===== src/rtl/jsesc_pkg.sv =====
// Shared types, constants and the character classifier for the JSON string escaper.
`timescale 1ns / 1ps
`default_nettype none

package jsesc_pkg;

    localparam int unsigned CP_W      = 21;
    localparam int unsigned BYTE_W    = 8;
    localparam int unsigned MAX_BYTES = 6;
    localparam int unsigned LEN_W     = $clog2(MAX_BYTES + 1);
    localparam int unsigned IDX_W     = $clog2(MAX_BYTES);
    localparam int unsigned Q_DEPTH   = 4;
    localparam int unsigned QPTR_W    = $clog2(Q_DEPTH);
    localparam int unsigned QCNT_W    = $clog2(Q_DEPTH + 1);

    localparam logic [CP_W-1:0]   CTRL_LIMIT  = 21'h00020;
    localparam logic [CP_W-1:0]   ASCII_LIMIT = 21'h00080;
    localparam logic [CP_W-1:0]   TWO_LIMIT   = 21'h00800;
    localparam logic [CP_W-1:0]   THREE_LIMIT = 21'h10000;
    localparam logic [CP_W-1:0]   MAX_SCALAR  = 21'h10FFFF;

    localparam logic [BYTE_W-1:0] CH_QMARK  = 8'h3F;
    localparam logic [BYTE_W-1:0] CH_BSLASH = 8'h5C;
    localparam logic [BYTE_W-1:0] CH_QUOTE  = 8'h22;
    localparam logic [BYTE_W-1:0] CH_SLASH  = 8'h2F;
    localparam logic [BYTE_W-1:0] CH_BS     = 8'h08;
    localparam logic [BYTE_W-1:0] CH_FF     = 8'h0C;
    localparam logic [BYTE_W-1:0] CH_LF     = 8'h0A;
    localparam logic [BYTE_W-1:0] CH_CR     = 8'h0D;
    localparam logic [BYTE_W-1:0] CH_TAB    = 8'h09;
    localparam logic [BYTE_W-1:0] CH_LOW_B  = 8'h62;
    localparam logic [BYTE_W-1:0] CH_LOW_F  = 8'h66;
    localparam logic [BYTE_W-1:0] CH_LOW_N  = 8'h6E;
    localparam logic [BYTE_W-1:0] CH_LOW_R  = 8'h72;
    localparam logic [BYTE_W-1:0] CH_LOW_T  = 8'h74;
    localparam logic [BYTE_W-1:0] CH_LOW_U  = 8'h75;
    localparam logic [BYTE_W-1:0] CH_ZERO   = 8'h30;
    localparam logic [BYTE_W-1:0] CH_LOW_A  = 8'h61;

    typedef struct packed {
        logic [CP_W-1:0] code_point;
        logic            decode_failed;
    } t_in_req;

    typedef struct packed {
        logic [BYTE_W-1:0] out_byte;
        logic              last_byte;
    } t_out_req;

    // One classified character: its bytes in send order (entry 0 first) and count.
    typedef struct packed {
        logic [MAX_BYTES-1:0][BYTE_W-1:0] bytes;
        logic [LEN_W-1:0]                 len;
    } t_seq;

    // Queue status seen by the two sides.
    typedef struct packed {
        logic full;
        logic empty;
    } t_q_stat;

    function automatic logic [BYTE_W-1:0] hex_digit(input logic [3:0] nib);
        logic [BYTE_W-1:0] d;
        if (nib < 4'd10) begin
            d = CH_ZERO + {4'd0, nib};
        end else begin
            d = CH_LOW_A + {4'd0, nib} - 8'd10;
        end
        return d;
    endfunction

    function automatic t_seq classify(input t_in_req r);
        t_seq            s;
        logic [CP_W-1:0] cp;
        s.bytes = '0;
        s.len   = LEN_W'(1);
        cp      = r.code_point;
        if (r.decode_failed || cp > MAX_SCALAR) begin
            s.bytes[0] = CH_QMARK;
        end else if (cp < ASCII_LIMIT) begin
            unique case (cp[BYTE_W-1:0]) inside
                CH_QUOTE, CH_BSLASH, CH_SLASH: begin
                    s.bytes[0] = CH_BSLASH;
                    s.bytes[1] = cp[BYTE_W-1:0];
                    s.len      = LEN_W'(2);
                end
                CH_BS: begin
                    s.bytes[0] = CH_BSLASH; s.bytes[1] = CH_LOW_B; s.len = LEN_W'(2);
                end
                CH_FF: begin
                    s.bytes[0] = CH_BSLASH; s.bytes[1] = CH_LOW_F; s.len = LEN_W'(2);
                end
                CH_LF: begin
                    s.bytes[0] = CH_BSLASH; s.bytes[1] = CH_LOW_N; s.len = LEN_W'(2);
                end
                CH_CR: begin
                    s.bytes[0] = CH_BSLASH; s.bytes[1] = CH_LOW_R; s.len = LEN_W'(2);
                end
                CH_TAB: begin
                    s.bytes[0] = CH_BSLASH; s.bytes[1] = CH_LOW_T; s.len = LEN_W'(2);
                end
                default: begin
                    if (cp < CTRL_LIMIT) begin
                        s.bytes[0] = CH_BSLASH;
                        s.bytes[1] = CH_LOW_U;
                        s.bytes[2] = CH_ZERO;
                        s.bytes[3] = CH_ZERO;
                        s.bytes[4] = hex_digit(cp[7:4]);
                        s.bytes[5] = hex_digit(cp[3:0]);
                        s.len      = LEN_W'(6);
                    end else begin
                        s.bytes[0] = cp[BYTE_W-1:0];
                    end
                end
            endcase
        end else if (cp < TWO_LIMIT) begin
            s.bytes[0] = {3'b110, cp[10:6]};
            s.bytes[1] = {2'b10, cp[5:0]};
            s.len      = LEN_W'(2);
        end else if (cp < THREE_LIMIT) begin
            s.bytes[0] = {4'b1110, cp[15:12]};
            s.bytes[1] = {2'b10, cp[11:6]};
            s.bytes[2] = {2'b10, cp[5:0]};
            s.len      = LEN_W'(3);
        end else begin
            s.bytes[0] = {5'b11110, cp[20:18]};
            s.bytes[1] = {2'b10, cp[17:12]};
            s.bytes[2] = {2'b10, cp[11:6]};
            s.bytes[3] = {2'b10, cp[5:0]};
            s.len      = LEN_W'(4);
        end
        return s;
    endfunction

endpackage

`default_nettype wire


===== src/rtl/jsesc_front.sv =====
// Front stage: takes input requests and registers their classified byte sequence.
`timescale 1ns / 1ps
`default_nettype none

module jsesc_front (
    input  wire                  i_clk,
    input  wire                  i_rst_n,
    input  wire                  push,
    output logic                 full,
    input  jsesc_pkg::t_in_req   i_in,
    input  jsesc_pkg::t_q_stat   i_q_stat,
    output logic                 o_q_push,
    output jsesc_pkg::t_seq      o_seq
);

    logic            r_valid;
    logic            n_valid;
    jsesc_pkg::t_seq r_seq;
    logic            take;

    assign full     = r_valid && i_q_stat.full;
    assign take     = push && !full;
    assign o_q_push = r_valid && !i_q_stat.full;
    assign o_seq    = r_seq;
    assign n_valid  = take || (r_valid && i_q_stat.full);

    always_ff @(posedge i_clk) begin
        if (!i_rst_n) begin
            r_valid <= 1'b0;
        end else begin
            r_valid <= n_valid;
        end
        if (take) begin
            r_seq <= jsesc_pkg::classify(i_in);
        end
    end

endmodule

`default_nettype wire


===== src/rtl/jsesc_queue.sv =====
// Short queue of classified characters between the front and back stages.
`timescale 1ns / 1ps
`default_nettype none

module jsesc_queue (
    input  wire                 i_clk,
    input  wire                 i_rst_n,
    input  wire                 i_push,
    input  jsesc_pkg::t_seq     i_seq,
    input  wire                 i_pop,
    output jsesc_pkg::t_seq     o_seq,
    output jsesc_pkg::t_q_stat  o_stat
);

    jsesc_pkg::t_seq                   r_mem [jsesc_pkg::Q_DEPTH];
    logic [jsesc_pkg::QPTR_W-1:0]      r_wr_ptr;
    logic [jsesc_pkg::QPTR_W-1:0]      r_rd_ptr;
    logic [jsesc_pkg::QCNT_W-1:0]      r_count;
    logic                              do_push;
    logic                              do_pop;

    assign o_stat.full  = (r_count == jsesc_pkg::QCNT_W'(jsesc_pkg::Q_DEPTH));
    assign o_stat.empty = (r_count == '0);
    assign do_push      = i_push && !o_stat.full;
    assign do_pop       = i_pop && !o_stat.empty;
    assign o_seq        = r_mem[r_rd_ptr];

    always_ff @(posedge i_clk) begin
        if (!i_rst_n) begin
            r_wr_ptr <= '0;
            r_rd_ptr <= '0;
            r_count  <= '0;
        end else begin
            if (do_push) begin
                r_wr_ptr <= r_wr_ptr + 1'b1;
            end
            if (do_pop) begin
                r_rd_ptr <= r_rd_ptr + 1'b1;
            end
            case ({do_push, do_pop})
                2'b10:   r_count <= r_count + 1'b1;
                2'b01:   r_count <= r_count - 1'b1;
                default: r_count <= r_count;
            endcase
        end
        if (do_push) begin
            r_mem[r_wr_ptr] <= i_seq;
        end
    end

endmodule

`default_nettype wire


===== src/rtl/jsesc_back.sv =====
// Back stage: serializes one byte a cycle, while the output is taken, into the result output register.
`timescale 1ns / 1ps
`default_nettype none

module jsesc_back (
    input  wire                  i_clk,
    input  wire                  i_rst_n,
    input  jsesc_pkg::t_seq      i_seq,
    input  jsesc_pkg::t_q_stat   i_q_stat,
    output logic                 o_q_pop,
    output logic                 empty,
    input  wire                  pop,
    output jsesc_pkg::t_out_req  o_out
);

    logic                          r_ovalid;
    jsesc_pkg::t_out_req           r_out;
    logic [jsesc_pkg::IDX_W-1:0]   r_idx;
    logic                          load;
    logic                          is_last;

    assign empty   = !r_ovalid;
    assign o_out   = r_out;
    assign load    = !i_q_stat.empty && (!r_ovalid || pop);
    assign is_last = (r_idx == jsesc_pkg::IDX_W'(i_seq.len - 1'b1));
    assign o_q_pop = load && is_last;

    always_ff @(posedge i_clk) begin
        if (!i_rst_n) begin
            r_ovalid <= 1'b0;
            r_idx    <= '0;
        end else begin
            if (load) begin
                r_ovalid <= 1'b1;
                r_idx    <= is_last ? '0 : r_idx + 1'b1;
            end else if (pop) begin
                r_ovalid <= 1'b0;
            end
        end
        if (load) begin
            r_out.out_byte  <= i_seq.bytes[r_idx];
            r_out.last_byte <= is_last;
        end
    end

endmodule

`default_nettype wire


===== src/rtl/json_string_escape_utf8.sv =====
// Top level of the JSON string escaper with UTF-8 output.
`timescale 1ns / 1ps
`default_nettype none

// Usage:
//   Input side is a queue write port: drive i_in (code point plus decode-failed
//   flag) and raise push; the request is taken on an edge where full is low.
//   Output side is a queue read port: while empty is low, o_out shows the
//   oldest byte (out_byte, last_byte); it is taken on an edge with pop high.
//   Each character gives 1 to 6 bytes; last_byte marks the final one.
// Path: a taken request passes the front register, the character queue and the
//   output register, in that order, before its first byte shows on o_out.
// Throughput: one byte per cycle at the output while pop is high; the output
//   register is the limit, as it sends each character one byte at a time. A new
//   request is taken every cycle while the four-entry character queue has room.
// Stall: if pop stays low the byte on o_out holds; the queue fills and full
//   rises, blocking new requests without losing any.
// Reset: synchronous, active low; clears front, queue and output valid state.
//   Both sides show empty / not full once reset has been sampled asserted.
module json_string_escape_utf8 (
    input  wire                  i_clk,
    input  wire                  i_rst_n,
    input  wire                  push,
    output logic                 full,
    input  jsesc_pkg::t_in_req   i_in,
    output logic                 empty,
    input  wire                  pop,
    output jsesc_pkg::t_out_req  o_out
);

    jsesc_pkg::t_seq     front_seq;
    jsesc_pkg::t_seq     q_seq;
    jsesc_pkg::t_q_stat  q_stat;
    logic                q_push;
    logic                q_pop;

    // Classify each character into its byte sequence
    jsesc_front u_front (
        .i_clk    (i_clk),
        .i_rst_n  (i_rst_n),
        .push     (push),
        .full     (full),
        .i_in     (i_in),
        .i_q_stat (q_stat),
        .o_q_push (q_push),
        .o_seq    (front_seq)
    );

    // Decouples classification from byte-serial output
    jsesc_queue u_queue (
        .i_clk   (i_clk),
        .i_rst_n (i_rst_n),
        .i_push  (q_push),
        .i_seq   (front_seq),
        .i_pop   (q_pop),
        .o_seq   (q_seq),
        .o_stat  (q_stat)
    );

    // Walk the bytes of the head character into the output register
    jsesc_back u_back (
        .i_clk    (i_clk),
        .i_rst_n  (i_rst_n),
        .i_seq    (q_seq),
        .i_q_stat (q_stat),
        .o_q_pop  (q_pop),
        .empty    (empty),
        .pop      (pop),
        .o_out    (o_out)
    );

endmodule

`default_nettype wire


===== config.mk =====
export PLATFORM = sky130hd
export DESIGN_NAME = json_string_escape_utf8
export DESIGN_NICKNAME = d
export VERILOG_FILES = /design/src/rtl/jsesc_pkg.sv /design/src/rtl/jsesc_front.sv /design/src/rtl/jsesc_queue.sv /design/src/rtl/jsesc_back.sv /design/src/rtl/json_string_escape_utf8.sv
export SDC_FILE = /design/constraint.sdc
export NUM_CORES = 1
export LEC_CHECK = 0
export ABC_AREA = 1
export BUFFER_PORTS_ARGS = -buffer_cell sky130_fd_sc_hd__buf_2
export CAP_MARGIN = 25
export CELL_PAD_IN_SITES_DETAIL_PLACEMENT = 1
export CELL_PAD_IN_SITES_GLOBAL_PLACEMENT = 1
export CORE_ASPECT_RATIO = 1.2
export CORE_MARGIN = 2
export CORE_UTILIZATION = 54
export CTS_CLUSTER_DIAMETER = 150
export CTS_CLUSTER_SIZE = 24
export DETAILED_ROUTE_END_ITERATION = 8
export PLACE_DENSITY = 0.82
export SYNTH_ARGS = -nofsm -noshare
export SYNTH_HDL_FRONTEND = slang
export SYNTH_SLANG_ARGS = --single-unit

===== constraint.sdc =====
create_clock -name i_clk -period 9.9 [get_ports i_clk]
set_input_delay 1.98 -clock i_clk [delete_from_list [all_inputs] [get_ports i_clk]]
set_output_delay 1.98 -clock i_clk [all_outputs]
set_load 0.02 [all_outputs]

==> flow_summary.html, run 1 <==
<table>
<tr><th>Metric</th><th>Value</th></tr>
<tr><th colspan="2">Status</th></tr>
<tr><td>Result of the run</td><td>complete, no violations</td></tr>
<tr><th colspan="2">Floorplan</th></tr>
<tr><td>Floorplan core area</td><td>0.0203 mm2</td></tr>
<tr><td>I/O pin count</td><td>37</td></tr>
<tr><td>Height of the die</td><td>162 um</td></tr>
<tr><td>Die Span X</td><td>135 um</td></tr>
<tr><td>Initial Utilization</td><td>0.552</td></tr>
<tr><td>Die area</td><td>roughly 0.022 mm2</td></tr>
<tr><td>Site row count</td><td>57</td></tr>
<tr><th colspan="2">GRT</th></tr>
<tr><td>Wire length of the first global-routing pass</td><td>approximately 43000 um</td></tr>
<tr><td>Vias in the first global route</td><td>roughly 8000</td></tr>
<tr><td>GRT Resource Usage Total</td><td>0.261</td></tr>
<tr><td>Sum of overflow across all layers after global routing</td><td>0</td></tr>
<tr><td>Maximum number of pins on one net before global-route repair</td><td>96</td></tr>
<tr><td>Initial antenna violation count</td><td>0</td></tr>
<tr><th colspan="2">STA</th></tr>
<tr><td>Transition time at the pin with the least slew margin</td><td>approximately 1.0 ns</td></tr>
<tr><td>Largest clock skew in the final design</td><td>0.0125 ns</td></tr>
<tr><td>Final period util</td><td>0.418</td></tr>
<tr><td>Setup repair after global routing missed its margin</td><td>no</td></tr>
<tr><td>Count of final hold-check violations</td><td>0</td></tr>
<tr><td>Setup violators final</td><td>0</td></tr>
<tr><td>Slew HR</td><td>0.328</td></tr>
<tr><td>Count of final max-slew check failures</td><td>0</td></tr>
<tr><td>Post-route minimum period</td><td>4.13 ns</td></tr>
<tr><td>Total negative slack for setup checks</td><td>0 ns</td></tr>
<tr><td>Worst hold slack</td><td>a little under 0.5 ns</td></tr>
<tr><td>Maximum operating frequency</td><td>between 200 and 250 MHz</td></tr>
<tr><th colspan="2">CTS</th></tr>
<tr><td>CTS tree</td><td>built</td></tr>
<tr><td>Cts bufs inserted</td><td>14</td></tr>
<tr><td>H-Tree Depth</td><td>1</td></tr>
<tr><td>Number of sinks handled by clock tree synthesis</td><td>roughly 260</td></tr>
<tr><td>Number of buffers added to fix hold violations after cts</td><td>0</td></tr>
<tr><td>CTS root buf</td><td>clkbuf_16</td></tr>
<tr><td>PostCTS Resize Cnt</td><td>0</td></tr>
<tr><td>Post-CTS clock slew at the launch and capture registers of the worst setup and hold paths</td><td>about 0.1 ns</td></tr>
<tr><td>Clock insertion delay at the later pin of the skew report</td><td>around 0.48 ns</td></tr>
<tr><td>Number of buffers inserted to repair setup after CTS</td><td>0</td></tr>
<tr><td>Maximum clock path buffer count</td><td>3</td></tr>
<tr><th colspan="2">Route</th></tr>
<tr><td>DR pass1 iterations</td><td>5</td></tr>
<tr><td>Routed WL per cell</td><td>~22 um</td></tr>
<tr><td>Average vias per placed instance</td><td>5.98</td></tr>
<tr><td>Routed WL</td><td>27900 um</td></tr>
<tr><td>Count of vias placed by the detailed router</td><td>roughly 7500</td></tr>
<tr><td>Initial DRC Count</td><td>just under 600</td></tr>
<tr><td>Number of nets with antenna violations after detailed routing</td><td>0</td></tr>
<tr><td>Post-route DRC violation count</td><td>0</td></tr>
<tr><th colspan="2">Yosys</th></tr>
<tr><td>Synth Register Bits</td><td>~260</td></tr>
<tr><td>Summed instance area of the synthesized netlist</td><td>~0.011 mm2</td></tr>
<tr><td>YS warnings</td><td>0</td></tr>
<tr><td>Average footprint of a synthesized cell</td><td>about 12 um2</td></tr>
<tr><td>Register area share after synthesis</td><td>0.680</td></tr>
<tr><td>Number of standard cells after synthesis</td><td>approximately 950</td></tr>
<tr><td>Count of different cell masters after synthesis</td><td>42</td></tr>
<tr><th colspan="2">Place</th></tr>
<tr><td>IO Port Bufs</td><td>36</td></tr>
<tr><td>Total cell area at the placement stage</td><td>0.0116 mm2</td></tr>
<tr><td>Instance count after placement with tap cells included</td><td>1223</td></tr>
<tr><td>HPWL Detailed</td><td>approximately 18000 um</td></tr>
<tr><td>Weighted congestion at the end of routability-driven global placement</td><td>~0.95</td></tr>
<tr><th colspan="2">Cells and area</th></tr>
<tr><td>Most common cell after layout, fill and taps aside</td><td>edfxtp_1</td></tr>
<tr><td>Filler instances</td><td>2125</td></tr>
<tr><td>Net count of the finished layout</td><td>1017</td></tr>
<tr><td>Commonest cells after routing, fill and taps aside</td><td>edfxtp_1, nor2_1, o21ai_0, nand2_1, inv_1</td></tr>
<tr><td>Fraction of layout instances using a drive strength above 1</td><td>0.122</td></tr>
<tr><td>Post-route cell area</td><td>between 0.01 and 0.015 mm2</td></tr>
<tr><td>Final Non-Filler Cells</td><td>1247</td></tr>
<tr><td>Antenna diode instance count</td><td>0</td></tr>
<tr><td>Relative area change from synthesis to final layout</td><td>7.35%</td></tr>
<tr><th colspan="2">Setup path</th></tr>
<tr><td>CP startpoint kind</td><td>flop</td></tr>
<tr><td>Kind of cell with the highest combined delay on the critical path</td><td>buffers and inverters</td></tr>
<tr><td>Slowest stage cell on the critical path</td><td>buf_4</td></tr>
<tr><td>Type of the worst setup path</td><td>flop to flop</td></tr>
<tr><td>Critical path required time</td><td>slightly above 10 ns</td></tr>
<tr><td>Crit path DAT</td><td>roughly 4.5 ns</td></tr>
<tr><td>Critical Path Sink Type</td><td>flop</td></tr>
<tr><td>Critical path fanouts, max</td><td>95</td></tr>
<tr><td>Sum of buffers and inverters on the critical path</td><td>6</td></tr>
<tr><td>Cell Chain, Critical Path</td><td>buf_4, inv_2, buf_4, nand2_1, a32o_1, ha_1, xor2_1, inv_1, nor2_2, nand3_1, inv_2, ha_1, inv_1, fa_1, a21oi_1, o21ai_0, o21ai_0, a21oi_1</td></tr>
<tr><td>Worst stage delay on the critical path</td><td>0.74 ns</td></tr>
<tr><th colspan="2">Power and ir drop</th></tr>
<tr><td>Worst vdd ir</td><td>about 0.11 mV</td></tr>
<tr><td>Leakage Power</td><td>~4.5 nW</td></tr>
<tr><td>Power per cell area</td><td>~170 mW/mm2</td></tr>
<tr><th colspan="2">Hold path</th></tr>
<tr><td>Worst min-delay path class</td><td>flop to flop</td></tr>
<tr><td>Hold path startpoint</td><td>u_front.o_seq[36]</td></tr>
<tr><th colspan="2">Flow run</th></tr>
<tr><td>Max_cap viols</td><td>0</td></tr>
</table>
==> through the flow <==
| step | worst slack, ns | power (W) | util |
|---|---|---|---|
| floorplan | 5.96 | 0.00140 | - |
| CTS | 5.74 | 0.00208 | 0.593 |
| finish | 5.77 | 0.00207 | 0.593 |
| global placement | 5.64 | 0.00147 | 0.572 |
| detailed placement | 5.51 | 0.00148 | 0.572 |
| global route | 5.43 | 0.00213 | 0.593 |
==> registers in the layout, indices dropped and copies added (netlist names), named ones only <==
register	flops
u_queue.r_count	3
u_front.r_valid	1
u_front.o_seq	47
u_back.r_ovalid	1
u_back.o_out	9
u_queue.r_rd_ptr	2
u_queue.r_wr_ptr	2
u_back.r_idx	3
u_queue.r_mem	188
==> per-layer routing <==
layer | track usage | up-vias | wire (um)
met5 | 0 | - | 0
met4 | 0.0919 | 0 | 687
met3 | 0.0254 | 51 | 1200
met2 | 0.476 | 237 | 14900
met1 | 0.324 | 3759 | 11200
li1 | - | 3414 | -
==> synth_stat cells, drive strengths merged <==
master,number,share of area
o22ai,12,0.0067
nor3,4,0.0022
o21a,1,0.00067
inv,70,0.024
o211ai,34,0.023
nand2,110,0.043
a21oi,26,0.013
clkinv,2,0.00067
conb,1,0.00034
nand3b,2,0.0013
nor2,165,0.063
fa,1,0.0018
nand4,10,0.0062
buf,17,0.010
a22oi,3,0.0020
dfxtp,14,0.025
ha,16,0.018
o221ai,8,0.0063
nand3,54,0.026
xor2,4,0.0031
a31oi,3,0.0022
edfxtp,244,0.66
o21ai,125,0.057
a32o,1,0.00090
clkbuf,27,0.0091
==> kinds of logic after synthesis <==
family / share of synthesized area
and+or+nand+nor: 0.141
DFF: 0.680
AOI/OAI and AO/OA: 0.112
buffers and inverters: 0.0439
adders and majority gates: 0.0197
xor gates and xnor gates: 0.00313
other: 0.000335
==> power by group <==
part	total, W	switching [W]	internal [W]
clock	0.000612	0.000326	0.000286
sequential	0.00124	0.0000172	0.00123
combinational	0.000210	0.000156	0.0000548
total	0.00207	0.000499	0.00157
==> worst paths after layout <==
check / endpoint / slack, ns / cells after the start
max: u_queue.r_count[2] / 5.77 / 18
min: u_queue.r_mem[3][36] / 0.49 / 0
max reg2reg: u_queue.r_count[2] / 5.77 / 18
min reg2reg: u_queue.r_mem[3][36] / 0.49 / 0
==> final cells by class <==
cell class	instances	area [um2]	area share
repair buffers	45	248	0.0206
clock inverters	1	8.76	0.000730
well taps	265	332	0.0276
flip-flops and latches	258	7610	0.634
clock buffers	23	405	0.0338
multi-input cells	583	3130	0.260
inverters	72	275	0.0229
No activity file was read; power rests on OpenSTA's default activity.
==> run 2, diff against run 1 <==
--- a/config.mk
+++ b/config.mk
@@ -5,18 +5,18 @@
 export SDC_FILE = /design/constraint.sdc
 export NUM_CORES = 1
 export LEC_CHECK = 0
-export ABC_AREA = 1
+export ABC_AREA = 0
 export BUFFER_PORTS_ARGS = -buffer_cell sky130_fd_sc_hd__buf_2
 export CAP_MARGIN = 25
 export CELL_PAD_IN_SITES_DETAIL_PLACEMENT = 1
 export CELL_PAD_IN_SITES_GLOBAL_PLACEMENT = 1
 export CORE_ASPECT_RATIO = 1.2
 export CORE_MARGIN = 2
-export CORE_UTILIZATION = 54
+export CORE_UTILIZATION = 48
 export CTS_CLUSTER_DIAMETER = 150
 export CTS_CLUSTER_SIZE = 24
 export DETAILED_ROUTE_END_ITERATION = 8
-export PLACE_DENSITY = 0.82
+export PLACE_DENSITY = 0.73
 export SYNTH_ARGS = -nofsm -noshare
 export SYNTH_HDL_FRONTEND = slang
 export SYNTH_SLANG_ARGS = --single-unit
==> constraint.sdc (replaced) <==
create_clock -name i_clk -period 3.5 [get_ports i_clk]
set_input_delay 0.7 -clock i_clk [delete_from_list [all_inputs] [get_ports i_clk]]
set_output_delay 0.7 -clock i_clk [all_outputs]
set_load 0.02 [all_outputs]
==> run 2 against run 1 <==
Against the previous run:
- sequential cell count stayed put
- combinational power grew to 2.8 times the previous value
- count of clock-buffer cells in the layout stayed put
- largest power group unchanged
- global-route usage is 5.7 points lower
- critical endpoint unchanged
- critical path depth is 5 lower
- sequential power grew to 2.9 times the previous value
- register-to-register slack worse by 5.5 ns
==> flow_summary.html, run 2 <==
<table>
<tr><th>Metric</th><th>Value</th></tr>
<tr><th colspan="2">Setup path</th></tr>
<tr><td>Kind of cell with the highest combined delay on the critical path</td><td>adder cells</td></tr>
<tr><td>Critical Path Sink Type</td><td>flop</td></tr>
<tr><td>CP startpoint kind</td><td>flop</td></tr>
<tr><td>Capture point of the critical path</td><td>u_queue.r_count[2]</td></tr>
<tr><td>Total number of cells along the worst setup path</td><td>13</td></tr>
<tr><td>Sum of buffers and inverters on the critical path</td><td>1</td></tr>
<tr><td>Critical path fanouts, max</td><td>7</td></tr>
<tr><td>Reg-to-Reg End</td><td>u_queue.r_count[2]</td></tr>
<tr><td>Cell Chain, Critical Path</td><td>mux2_2, o21ai_0, ha_1, xor2_1, xnor2_1, o2111ai_2, nor2_1, ha_1, inv_1, fa_1, xor2_1, or3_1, a21boi_0</td></tr>
<tr><td>Internal reg-to-reg setup slack</td><td>around 0.31 ns</td></tr>
<tr><td>Slowest stage cell on the critical path</td><td>dfxtp_2</td></tr>
<tr><td>Register-to-Register Path Depth</td><td>13</td></tr>
<tr><td>Type of the worst setup path</td><td>flop to flop</td></tr>
<tr><td>Critical path required time</td><td>between 3 and 4 ns</td></tr>
<tr><td>Worst stage delay on the critical path</td><td>between 0.4 and 0.5 ns</td></tr>
<tr><td>Crit path DAT</td><td>between 3 and 4 ns</td></tr>
<tr><th colspan="2">CTS</th></tr>
<tr><td>PostCTS Resize Cnt</td><td>0</td></tr>
<tr><td>CTS tree</td><td>built</td></tr>
<tr><td>Number of sinks handled by clock tree synthesis</td><td>~260</td></tr>
<tr><td>Post-CTS clock slew at the launch and capture registers of the worst setup and hold paths</td><td>roughly 0.1 ns</td></tr>
<tr><td>Maximum clock path buffer count</td><td>3</td></tr>
<tr><td>Number of buffers inserted to repair setup after CTS</td><td>0</td></tr>
<tr><td>Cts bufs inserted</td><td>14</td></tr>
<tr><td>Clock insertion delay at the later pin of the skew report</td><td>between 0.4 and 0.5 ns</td></tr>
<tr><td>Number of buffers added to fix hold violations after cts</td><td>0</td></tr>
<tr><td>CTS root buf</td><td>clkbuf_16</td></tr>
<tr><td>H-Tree Depth</td><td>1</td></tr>
<tr><th colspan="2">STA</th></tr>
<tr><td>Total negative slack for setup checks</td><td>0 ns</td></tr>
<tr><td>Count of final hold-check violations</td><td>0</td></tr>
<tr><td>Setup violators final</td><td>0</td></tr>
<tr><td>Largest clock skew in the final design</td><td>~0.018 ns</td></tr>
<tr><td>Final period util</td><td>0.910</td></tr>
<tr><td>Transition time at the pin with the least slew margin</td><td>0.765 ns</td></tr>
<tr><td>Count of final max-slew check failures</td><td>0</td></tr>
<tr><td>Maximum operating frequency</td><td>about 310 MHz</td></tr>
<tr><td>Slew HR</td><td>0.489</td></tr>
<tr><td>Setup repair after global routing missed its margin</td><td>no</td></tr>
<tr><td>Post-route minimum period</td><td>~3.2 ns</td></tr>
<tr><th colspan="2">Hold path</th></tr>
<tr><td>Hold path cells</td><td>2</td></tr>
<tr><td>Worst min-delay path class</td><td>input pin to flop</td></tr>
<tr><th colspan="2">Route</th></tr>
<tr><td>DR pass1 iterations</td><td>6</td></tr>
<tr><td>Routed WL per cell</td><td>approximately 25 um</td></tr>
<tr><td>Post-route DRC violation count</td><td>0</td></tr>
<tr><td>Count of vias placed by the detailed router</td><td>around 5700</td></tr>
<tr><td>Average vias per placed instance</td><td>approximately 6</td></tr>
<tr><td>Routed WL</td><td>approximately 23000 um</td></tr>
<tr><td>Initial DRC Count</td><td>around 400</td></tr>
<tr><td>Number of nets with antenna violations after detailed routing</td><td>0</td></tr>
<tr><th colspan="2">Place</th></tr>
<tr><td>IO Port Bufs</td><td>36</td></tr>
<tr><td>Total cell area at the placement stage</td><td>~0.011 mm2</td></tr>
<tr><td>Instance count after placement with tap cells included</td><td>924</td></tr>
<tr><td>Weighted congestion at the end of routability-driven global placement</td><td>around 0.89</td></tr>
<tr><td>HPWL Detailed</td><td>~16000 um</td></tr>
<tr><th colspan="2">GRT</th></tr>
<tr><td>Wire length of the first global-routing pass</td><td>36700 um</td></tr>
<tr><td>Maximum number of pins on one net before global-route repair</td><td>48</td></tr>
<tr><td>Vias in the first global route</td><td>6262</td></tr>
<tr><td>GRT Resource Usage Total</td><td>0.204</td></tr>
<tr><td>Sum of overflow across all layers after global routing</td><td>0</td></tr>
<tr><td>Initial antenna violation count</td><td>0</td></tr>
<tr><th colspan="2">Power and ir drop</th></tr>
<tr><td>Sw power</td><td>0.00132 W</td></tr>
<tr><td>Internal power of the cells</td><td>between 0.004 and 0.005 W</td></tr>
<tr><td>Relative contribution of sequential cells to total power</td><td>0.612</td></tr>
<tr><td>Worst vdd ir</td><td>between 0.3 and 0.4 mV</td></tr>
<tr><td>Share of total power consumed by net switching</td><td>0.224</td></tr>
<tr><td>Part of the power in combinational logic</td><td>0.100</td></tr>
<tr><td>Power per cell area</td><td>504 mW/mm2</td></tr>
<tr><td>Share of power burned in the clock network</td><td>0.289</td></tr>
<tr><td>Leakage Power</td><td>roughly 3.8 nW</td></tr>
<tr><th colspan="2">Cells and area</th></tr>
<tr><td>Relative area change from synthesis to final layout</td><td>9.71%</td></tr>
<tr><td>Filler instances</td><td>2020</td></tr>
<tr><td>Antenna diode instance count</td><td>0</td></tr>
<tr><td>Fraction of layout instances using a drive strength above 1</td><td>0.231</td></tr>
<tr><td>Net count of the finished layout</td><td>709</td></tr>
<tr><td>Number of flip-flops under the largest register name</td><td>about 190</td></tr>
<tr><td>Final Non-Filler Cells</td><td>roughly 950</td></tr>
<tr><td>Most common cell after layout, fill and taps aside</td><td>edfxtp_1</td></tr>
<tr><td>Post-route cell area</td><td>0.0117 mm2</td></tr>
<tr><td>Commonest cells after routing, fill and taps aside</td><td>edfxtp_1, mux4_2, buf_2, nand2_1, buf_4</td></tr>
<tr><td>Register containing the most flip-flops in the final layout</td><td>u_queue.r_mem</td></tr>
<tr><th colspan="2">Floorplan</th></tr>
<tr><td>Site row count</td><td>between 50 and 60</td></tr>
<tr><td>Floorplan core area</td><td>0.0218 mm2</td></tr>
<tr><td>Initial Utilization</td><td>0.490</td></tr>
<tr><td>Die area</td><td>0.0235 mm2</td></tr>
<tr><td>I/O pin count</td><td>37</td></tr>
<tr><td>Die Span X</td><td>140 um</td></tr>
<tr><td>Height of the die</td><td>167 um</td></tr>
<tr><th colspan="2">Yosys</th></tr>
<tr><td>YS warnings</td><td>0</td></tr>
<tr><td>Share of async-settable or async-resettable flops after synthesis</td><td>0</td></tr>
<tr><td>Number of enable-type register cells in the synthesized netlist</td><td>roughly 240</td></tr>
<tr><td>Library cell with the highest instance count after synthesis</td><td>edfxtp_1</td></tr>
<tr><td>Summed instance area of the synthesized netlist</td><td>about 0.011 mm2</td></tr>
<tr><td>Share of the synthesized area in the top cell type</td><td>0.686</td></tr>
<tr><td>Dominant cell type by area after synthesis</td><td>edfxtp_1</td></tr>
<tr><td>Average footprint of a synthesized cell</td><td>17.3 um2</td></tr>
<tr><td>Count of different cell masters after synthesis</td><td>between 50 and 60</td></tr>
<tr><td>Number of standard cells after synthesis</td><td>just over 600</td></tr>
<tr><td>Cell types with the largest area share after synthesis</td><td>edfxtp_1, mux4_2, dfxtp_1</td></tr>
<tr><td>Synth Register Bits</td><td>between 200 and 300</td></tr>
<tr><td>Register area share after synthesis</td><td>0.712</td></tr>
<tr><td>Post-synth top cells</td><td>edfxtp_1, mux4_2, nand2_1</td></tr>
<tr><td>Primary FF master, synth</td><td>edfxtp_1</td></tr>
<tr><th colspan="2">Status</th></tr>
<tr><td>Result of the run</td><td>complete, no violations</td></tr>
<tr><th colspan="2">Flow run</th></tr>
<tr><td>Max_cap viols</td><td>0</td></tr>
</table>
-- run 2: cell count changes in the layout (fill, tap and decap cells not counted), moves of 9 or more --
cell	change
mux4_2	+48
inv_2	-12
o21ai_0	-104
buf_4	+17
mux2_2	+14
nor2_1	-120
nand3_1	-47
nor2_4	-10
o211ai_1	-32
inv_1	-32
o22ai_1	-12
nand2_1	-67
nor2_2	-9
-- run 2: how the worst min path moves through the flow --
stage,start,to,slack [ns]
final,push,u_front.r_valid,0.45
after CTS,push,u_front.r_valid,0.44
after detailed placement,u_back.r_ovalid,u_back.r_ovalid,0.48
after global placement,u_back.r_ovalid,u_back.r_ovalid,0.46
after floorplan,u_back.r_ovalid,u_back.r_ovalid,0.45
after global routing,push,u_front.r_valid,0.45
-- run 2: logic make-up (layout without fill, tap and decap cells) --
| kind of cell | count (synthesis) | after routing | synth area share |
|---|---|---|---|
| DFF | 258 | 258 | 0.712 |
| and+or+nand+nor | 110 | 110 | 0.0533 |
| buffers and inverters | 56 | 110 | 0.0206 |
| AOI/OAI and AO/OA | 95 | 95 | 0.0613 |
| xor gates and xnor gates | 10 | 10 | 0.00820 |
| muxes | 70 | 70 | 0.123 |
| adders and majority gates | 17 | 17 | 0.0206 |
| other | 1 | 4 | 0.000351 |
-- run 2: final cells by class --
type / instances / area [um2] / area share
Clock buffer: 23 / 405 / 0.0346
Clock inverter: 1 / 8.76 / 0.000747
Inverter: 24 / 90.1 / 0.00769
Multi-Input combinational cell: 306 / 2880 / 0.246
Sequential cell: 258 / 7610 / 0.650
Tap cell: 274 / 343 / 0.0293
Timing Repair Buffer: 62 / 375 / 0.0320
-- run 2: per-stage QoR --
stage	worst slack (ns)	util	hold WS, ns	total power [W]
finish	0.313	0.538	0.454	0.00591
global route	0.0323	0.538	0.447	0.00611
CTS	0.181	0.538	0.441	0.00597
detailed placement	0.235	0.519	0.476	0.00428
global placement	0.393	0.519	0.464	0.00424
floorplan	0.0541	-	0.455	0.00405
-- run 2: worst register-to-register path, stage by stage (launching register included) --
cell	delay, ns
dfxtp_2	0.42
mux2_2	0.38
o21ai_0	0.17
ha_1	0.18
xor2_1	0.20
xnor2_1	0.16
o2111ai_2	0.20
nor2_1	0.14
ha_1	0.19
inv_1	0.06
fa_1	0.38
xor2_1	0.16
or3_1	0.30
a21boi_0	0.17
-- run 2: power groups by stage --
stage,logic (W),registers [W],clock network [W]
finish,0.000588,0.00361,0.00171
global placement,0.000573,0.00367,0
global route,0.000642,0.00363,0.00184
detailed placement,0.000595,0.00369,0
CTS,0.000597,0.00362,0.00175
floorplan,0.000378,0.00367,0
-- run 2: per-layer routing --
metal	GRT usage	vias up	wire (um)
li1	-	2513	-
met1	0.268	2973	9870
met2	0.367	175	12000
met3	0.0166	38	927
met4	0.0588	0	599
met5	0	-	0
==> run 3, diff against run 2 <==
--- a/config.mk
+++ b/config.mk
@@ -12,11 +12,12 @@
 export CELL_PAD_IN_SITES_GLOBAL_PLACEMENT = 1
 export CORE_ASPECT_RATIO = 1.2
 export CORE_MARGIN = 2
-export CORE_UTILIZATION = 48
+export CORE_UTILIZATION = 50
+export CTS_BUF_LIST = sky130_fd_sc_hd__clkbuf_8
 export CTS_CLUSTER_DIAMETER = 150
 export CTS_CLUSTER_SIZE = 24
 export DETAILED_ROUTE_END_ITERATION = 8
-export PLACE_DENSITY = 0.73
+export PLACE_DENSITY = 0.76
 export SYNTH_ARGS = -nofsm -noshare
 export SYNTH_HDL_FRONTEND = slang
 export SYNTH_SLANG_ARGS = --single-unit
==> run 3 against run 2 <==
Against the previous run:
- critical endpoint unchanged
- utilization up 1.0 points
- cell count down 1.2%
- worst hold slack worse by 0.050 ns
- global-route usage up 0.29 points
- clock power down 27%
- clock skew up 0.011 ns
- die area down 3.9%
==> flow_summary.html, run 3 (same netlist as run 2, synthesis figures left out) <==
<table>
<tr><th>Metric</th><th>Value</th></tr>
<tr><th colspan="2">Setup path</th></tr>
<tr><td>Crit path DAT</td><td>between 3 and 4 ns</td></tr>
<tr><td>Worst stage delay on the critical path</td><td>between 0.4 and 0.5 ns</td></tr>
<tr><td>Cell Chain, Critical Path</td><td>mux2_2, o21ai_0, ha_1, xor2_1, xnor2_1, o2111ai_1, nor2_1, ha_1, inv_1, fa_1, xor2_1, or3_1, a21boi_0</td></tr>
<tr><td>Critical path required time</td><td>roughly 4 ns</td></tr>
<tr><td>Slowest stage cell on the critical path</td><td>dfxtp_2</td></tr>
<tr><td>CP startpoint kind</td><td>flop</td></tr>
<tr><td>Type of the worst setup path</td><td>flop to flop</td></tr>
<tr><td>Critical Path Sink Type</td><td>flop</td></tr>
<tr><td>Critical path fanouts, max</td><td>7</td></tr>
<tr><th colspan="2">Cells and area</th></tr>
<tr><td>Relative area change from synthesis to final layout</td><td>7.64%</td></tr>
<tr><td>Antenna diode instance count</td><td>0</td></tr>
<tr><td>Multi-input logic area</td><td>between 0.002 and 0.003 mm2</td></tr>
<tr><td>Commonest cells after routing, fill and taps aside</td><td>edfxtp_1, mux4_2, buf_2, nand2_1, inv_1</td></tr>
<tr><td>Net count of the finished layout</td><td>approximately 700</td></tr>
<tr><td>Most common cell after layout, fill and taps aside</td><td>edfxtp_1</td></tr>
<tr><td>Fraction of layout instances using a drive strength above 1</td><td>0.226</td></tr>
<tr><td>Filler instances</td><td>just under 2000</td></tr>
<tr><td>Register containing the most flip-flops in the final layout</td><td>u_queue.r_mem</td></tr>
<tr><td>Reg area</td><td>about 0.0076 mm2</td></tr>
<tr><td>Number of flip-flops under the largest register name</td><td>about 190</td></tr>
<tr><th colspan="2">Floorplan</th></tr>
<tr><td>Site row count</td><td>58</td></tr>
<tr><td>I/O pin count</td><td>37</td></tr>
<tr><td>Die Span X</td><td>roughly 140 um</td></tr>
<tr><td>Floorplan core area</td><td>around 0.021 mm2</td></tr>
<tr><td>Die area</td><td>roughly 0.023 mm2</td></tr>
<tr><td>Height of the die</td><td>between 150 and 200 um</td></tr>
<tr><td>Initial Utilization</td><td>0.509</td></tr>
<tr><th colspan="2">GRT</th></tr>
<tr><td>Sum of overflow across all layers after global routing</td><td>0</td></tr>
<tr><td>Initial antenna violation count</td><td>1</td></tr>
<tr><td>Vias in the first global route</td><td>a little over 6000</td></tr>
<tr><td>Wire length of the first global-routing pass</td><td>between 30000 and 40000 um</td></tr>
<tr><td>Maximum number of pins on one net before global-route repair</td><td>between 40 and 50</td></tr>
<tr><td>GRT Resource Usage Total</td><td>0.207</td></tr>
<tr><th colspan="2">Route</th></tr>
<tr><td>Routed WL per cell</td><td>between 20 and 25 um</td></tr>
<tr><td>Average vias per placed instance</td><td>approximately 6.0</td></tr>
<tr><td>Routed WL</td><td>22500 um</td></tr>
<tr><td>Post-route DRC violation count</td><td>0</td></tr>
<tr><td>Count of vias placed by the detailed router</td><td>roughly 5600</td></tr>
<tr><td>Number of nets with antenna violations after detailed routing</td><td>0</td></tr>
<tr><td>Initial DRC Count</td><td>420</td></tr>
<tr><td>DR pass1 iterations</td><td>4</td></tr>
<tr><th colspan="2">STA</th></tr>
<tr><td>Largest clock skew in the final design</td><td>between 0.02 and 0.03 ns</td></tr>
<tr><td>Count of final max-slew check failures</td><td>0</td></tr>
<tr><td>Transition time at the pin with the least slew margin</td><td>between 0.9 and 1 ns</td></tr>
<tr><td>Slew HR</td><td>0.393</td></tr>
<tr><td>Maximum operating frequency</td><td>just over 300 MHz</td></tr>
<tr><td>Setup violators final</td><td>0</td></tr>
<tr><td>Total negative slack for setup checks</td><td>0 ns</td></tr>
<tr><td>Final period util</td><td>0.920</td></tr>
<tr><td>Count of final hold-check violations</td><td>0</td></tr>
<tr><td>Setup repair after global routing missed its margin</td><td>no</td></tr>
<tr><td>Post-route minimum period</td><td>between 3 and 4 ns</td></tr>
<tr><th colspan="2">CTS</th></tr>
<tr><td>Number of buffers inserted to repair setup after CTS</td><td>0</td></tr>
<tr><td>Post-CTS clock slew at the launch and capture registers of the worst setup and hold paths</td><td>approximately 0.14 ns</td></tr>
<tr><td>H-Tree Depth</td><td>1</td></tr>
<tr><td>CTS tree</td><td>built</td></tr>
<tr><td>PostCTS Resize Cnt</td><td>0</td></tr>
<tr><td>Clock insertion delay at the later pin of the skew report</td><td>~0.5 ns</td></tr>
<tr><td>Number of sinks handled by clock tree synthesis</td><td>~260</td></tr>
<tr><td>Maximum clock path buffer count</td><td>3</td></tr>
<tr><td>Cts bufs inserted</td><td>14</td></tr>
<tr><td>Number of buffers added to fix hold violations after cts</td><td>0</td></tr>
<tr><td>CTS root buf</td><td>clkbuf_8</td></tr>
<tr><th colspan="2">Power and ir drop</th></tr>
<tr><td>Power per cell area</td><td>around 470 mW/mm2</td></tr>
<tr><td>Leakage Power</td><td>3.76 nW</td></tr>
<tr><td>Pwr Total</td><td>0.00543 W</td></tr>
<tr><td>Worst vdd ir</td><td>around 0.23 mV</td></tr>
<tr><th colspan="2">Status</th></tr>
<tr><td>Result of the run</td><td>complete, no violations</td></tr>
<tr><th colspan="2">Place</th></tr>
<tr><td>IO Port Bufs</td><td>36</td></tr>
<tr><td>Weighted congestion at the end of routability-driven global placement</td><td>between 0.8 and 0.9</td></tr>
<tr><td>HPWL Detailed</td><td>about 15000 um</td></tr>
<tr><th colspan="2">Hold path</th></tr>
<tr><td>Worst min-delay path class</td><td>input pin to flop</td></tr>
<tr><th colspan="2">Flow run</th></tr>
<tr><td>Max_cap viols</td><td>0</td></tr>
</table>
-- run 3: path summary, 6_finish.rpt --
| path | startpoint | endpoint | slack, ns | cells after the start |
|---|---|---|---|---|
| worst max-delay path | flop | u_queue.r_count[2] | 0.28 | 13 |
| worst max register to register | flop | u_queue.r_count[2] | 0.28 | 13 |
| worst min register to register | u_back.r_ovalid | u_back.r_ovalid | 0.50 | 2 |
| worst min-delay path | push | u_front.r_valid | 0.40 | 2 |
-- run 3: metrics by stage --
stage / util / hold slack, ns / worst slack [ns] / cells / cell area (um2)
finish: 0.548 / 0.404 / 0.280 / 937 / 11500
global route: 0.548 / 0.377 / 0.0744 / 937 / 11500
CTS: 0.548 / 0.374 / 0.246 / 937 / 11500
detailed placement: 0.537 / 0.487 / 0.276 / 916 / 11300
global placement: 0.537 / 0.466 / 0.406 / 916 / 11300
floorplan: - / 0.455 / 0.0541 / 620 / 10700
-- run 3: layer usage --
metal / track usage / share of wire
met3: 0.0287 / 0.052
met4: 0.0628 / 0.025
met2: 0.365 / 0.52
met5: 0 / 0.00084
met1: 0.268 / 0.40
-- run 3: cell type report --
| cell class | count | share of cell area |
|---|---|---|
| clock buffer | 15 | 0.0180 |
| clock inverter | 6 | 0.00239 |
| inverter | 24 | 0.00784 |
| multi-input combinational | 306 | 0.250 |
| sequential | 258 | 0.662 |
| tap | 270 | 0.0294 |
| timing repair buffer | 58 | 0.0300 |
-- run 3: critical path, delay by kind of cell, from the launching register on --
family                   cells  cell delay, ns
buffers and inverters        1            0.06
multiplexers                 1            0.37
flip-flops                   1            0.41
XOR/XNOR                     3            0.48
AND/OR/NAND/NOR              2            0.47
adder cells (fa/ha/maj)      3            0.76
AO/OA/AOI/OAI                3            0.60
-- run 3: power by group --
group          internal, W  switching (W)  total (W)  leakage, nW
registers          0.00353      0.0000827    0.00362         2.36
logic             0.000239       0.000338   0.000578         1.26
clock network     0.000404       0.000836    0.00124        0.139
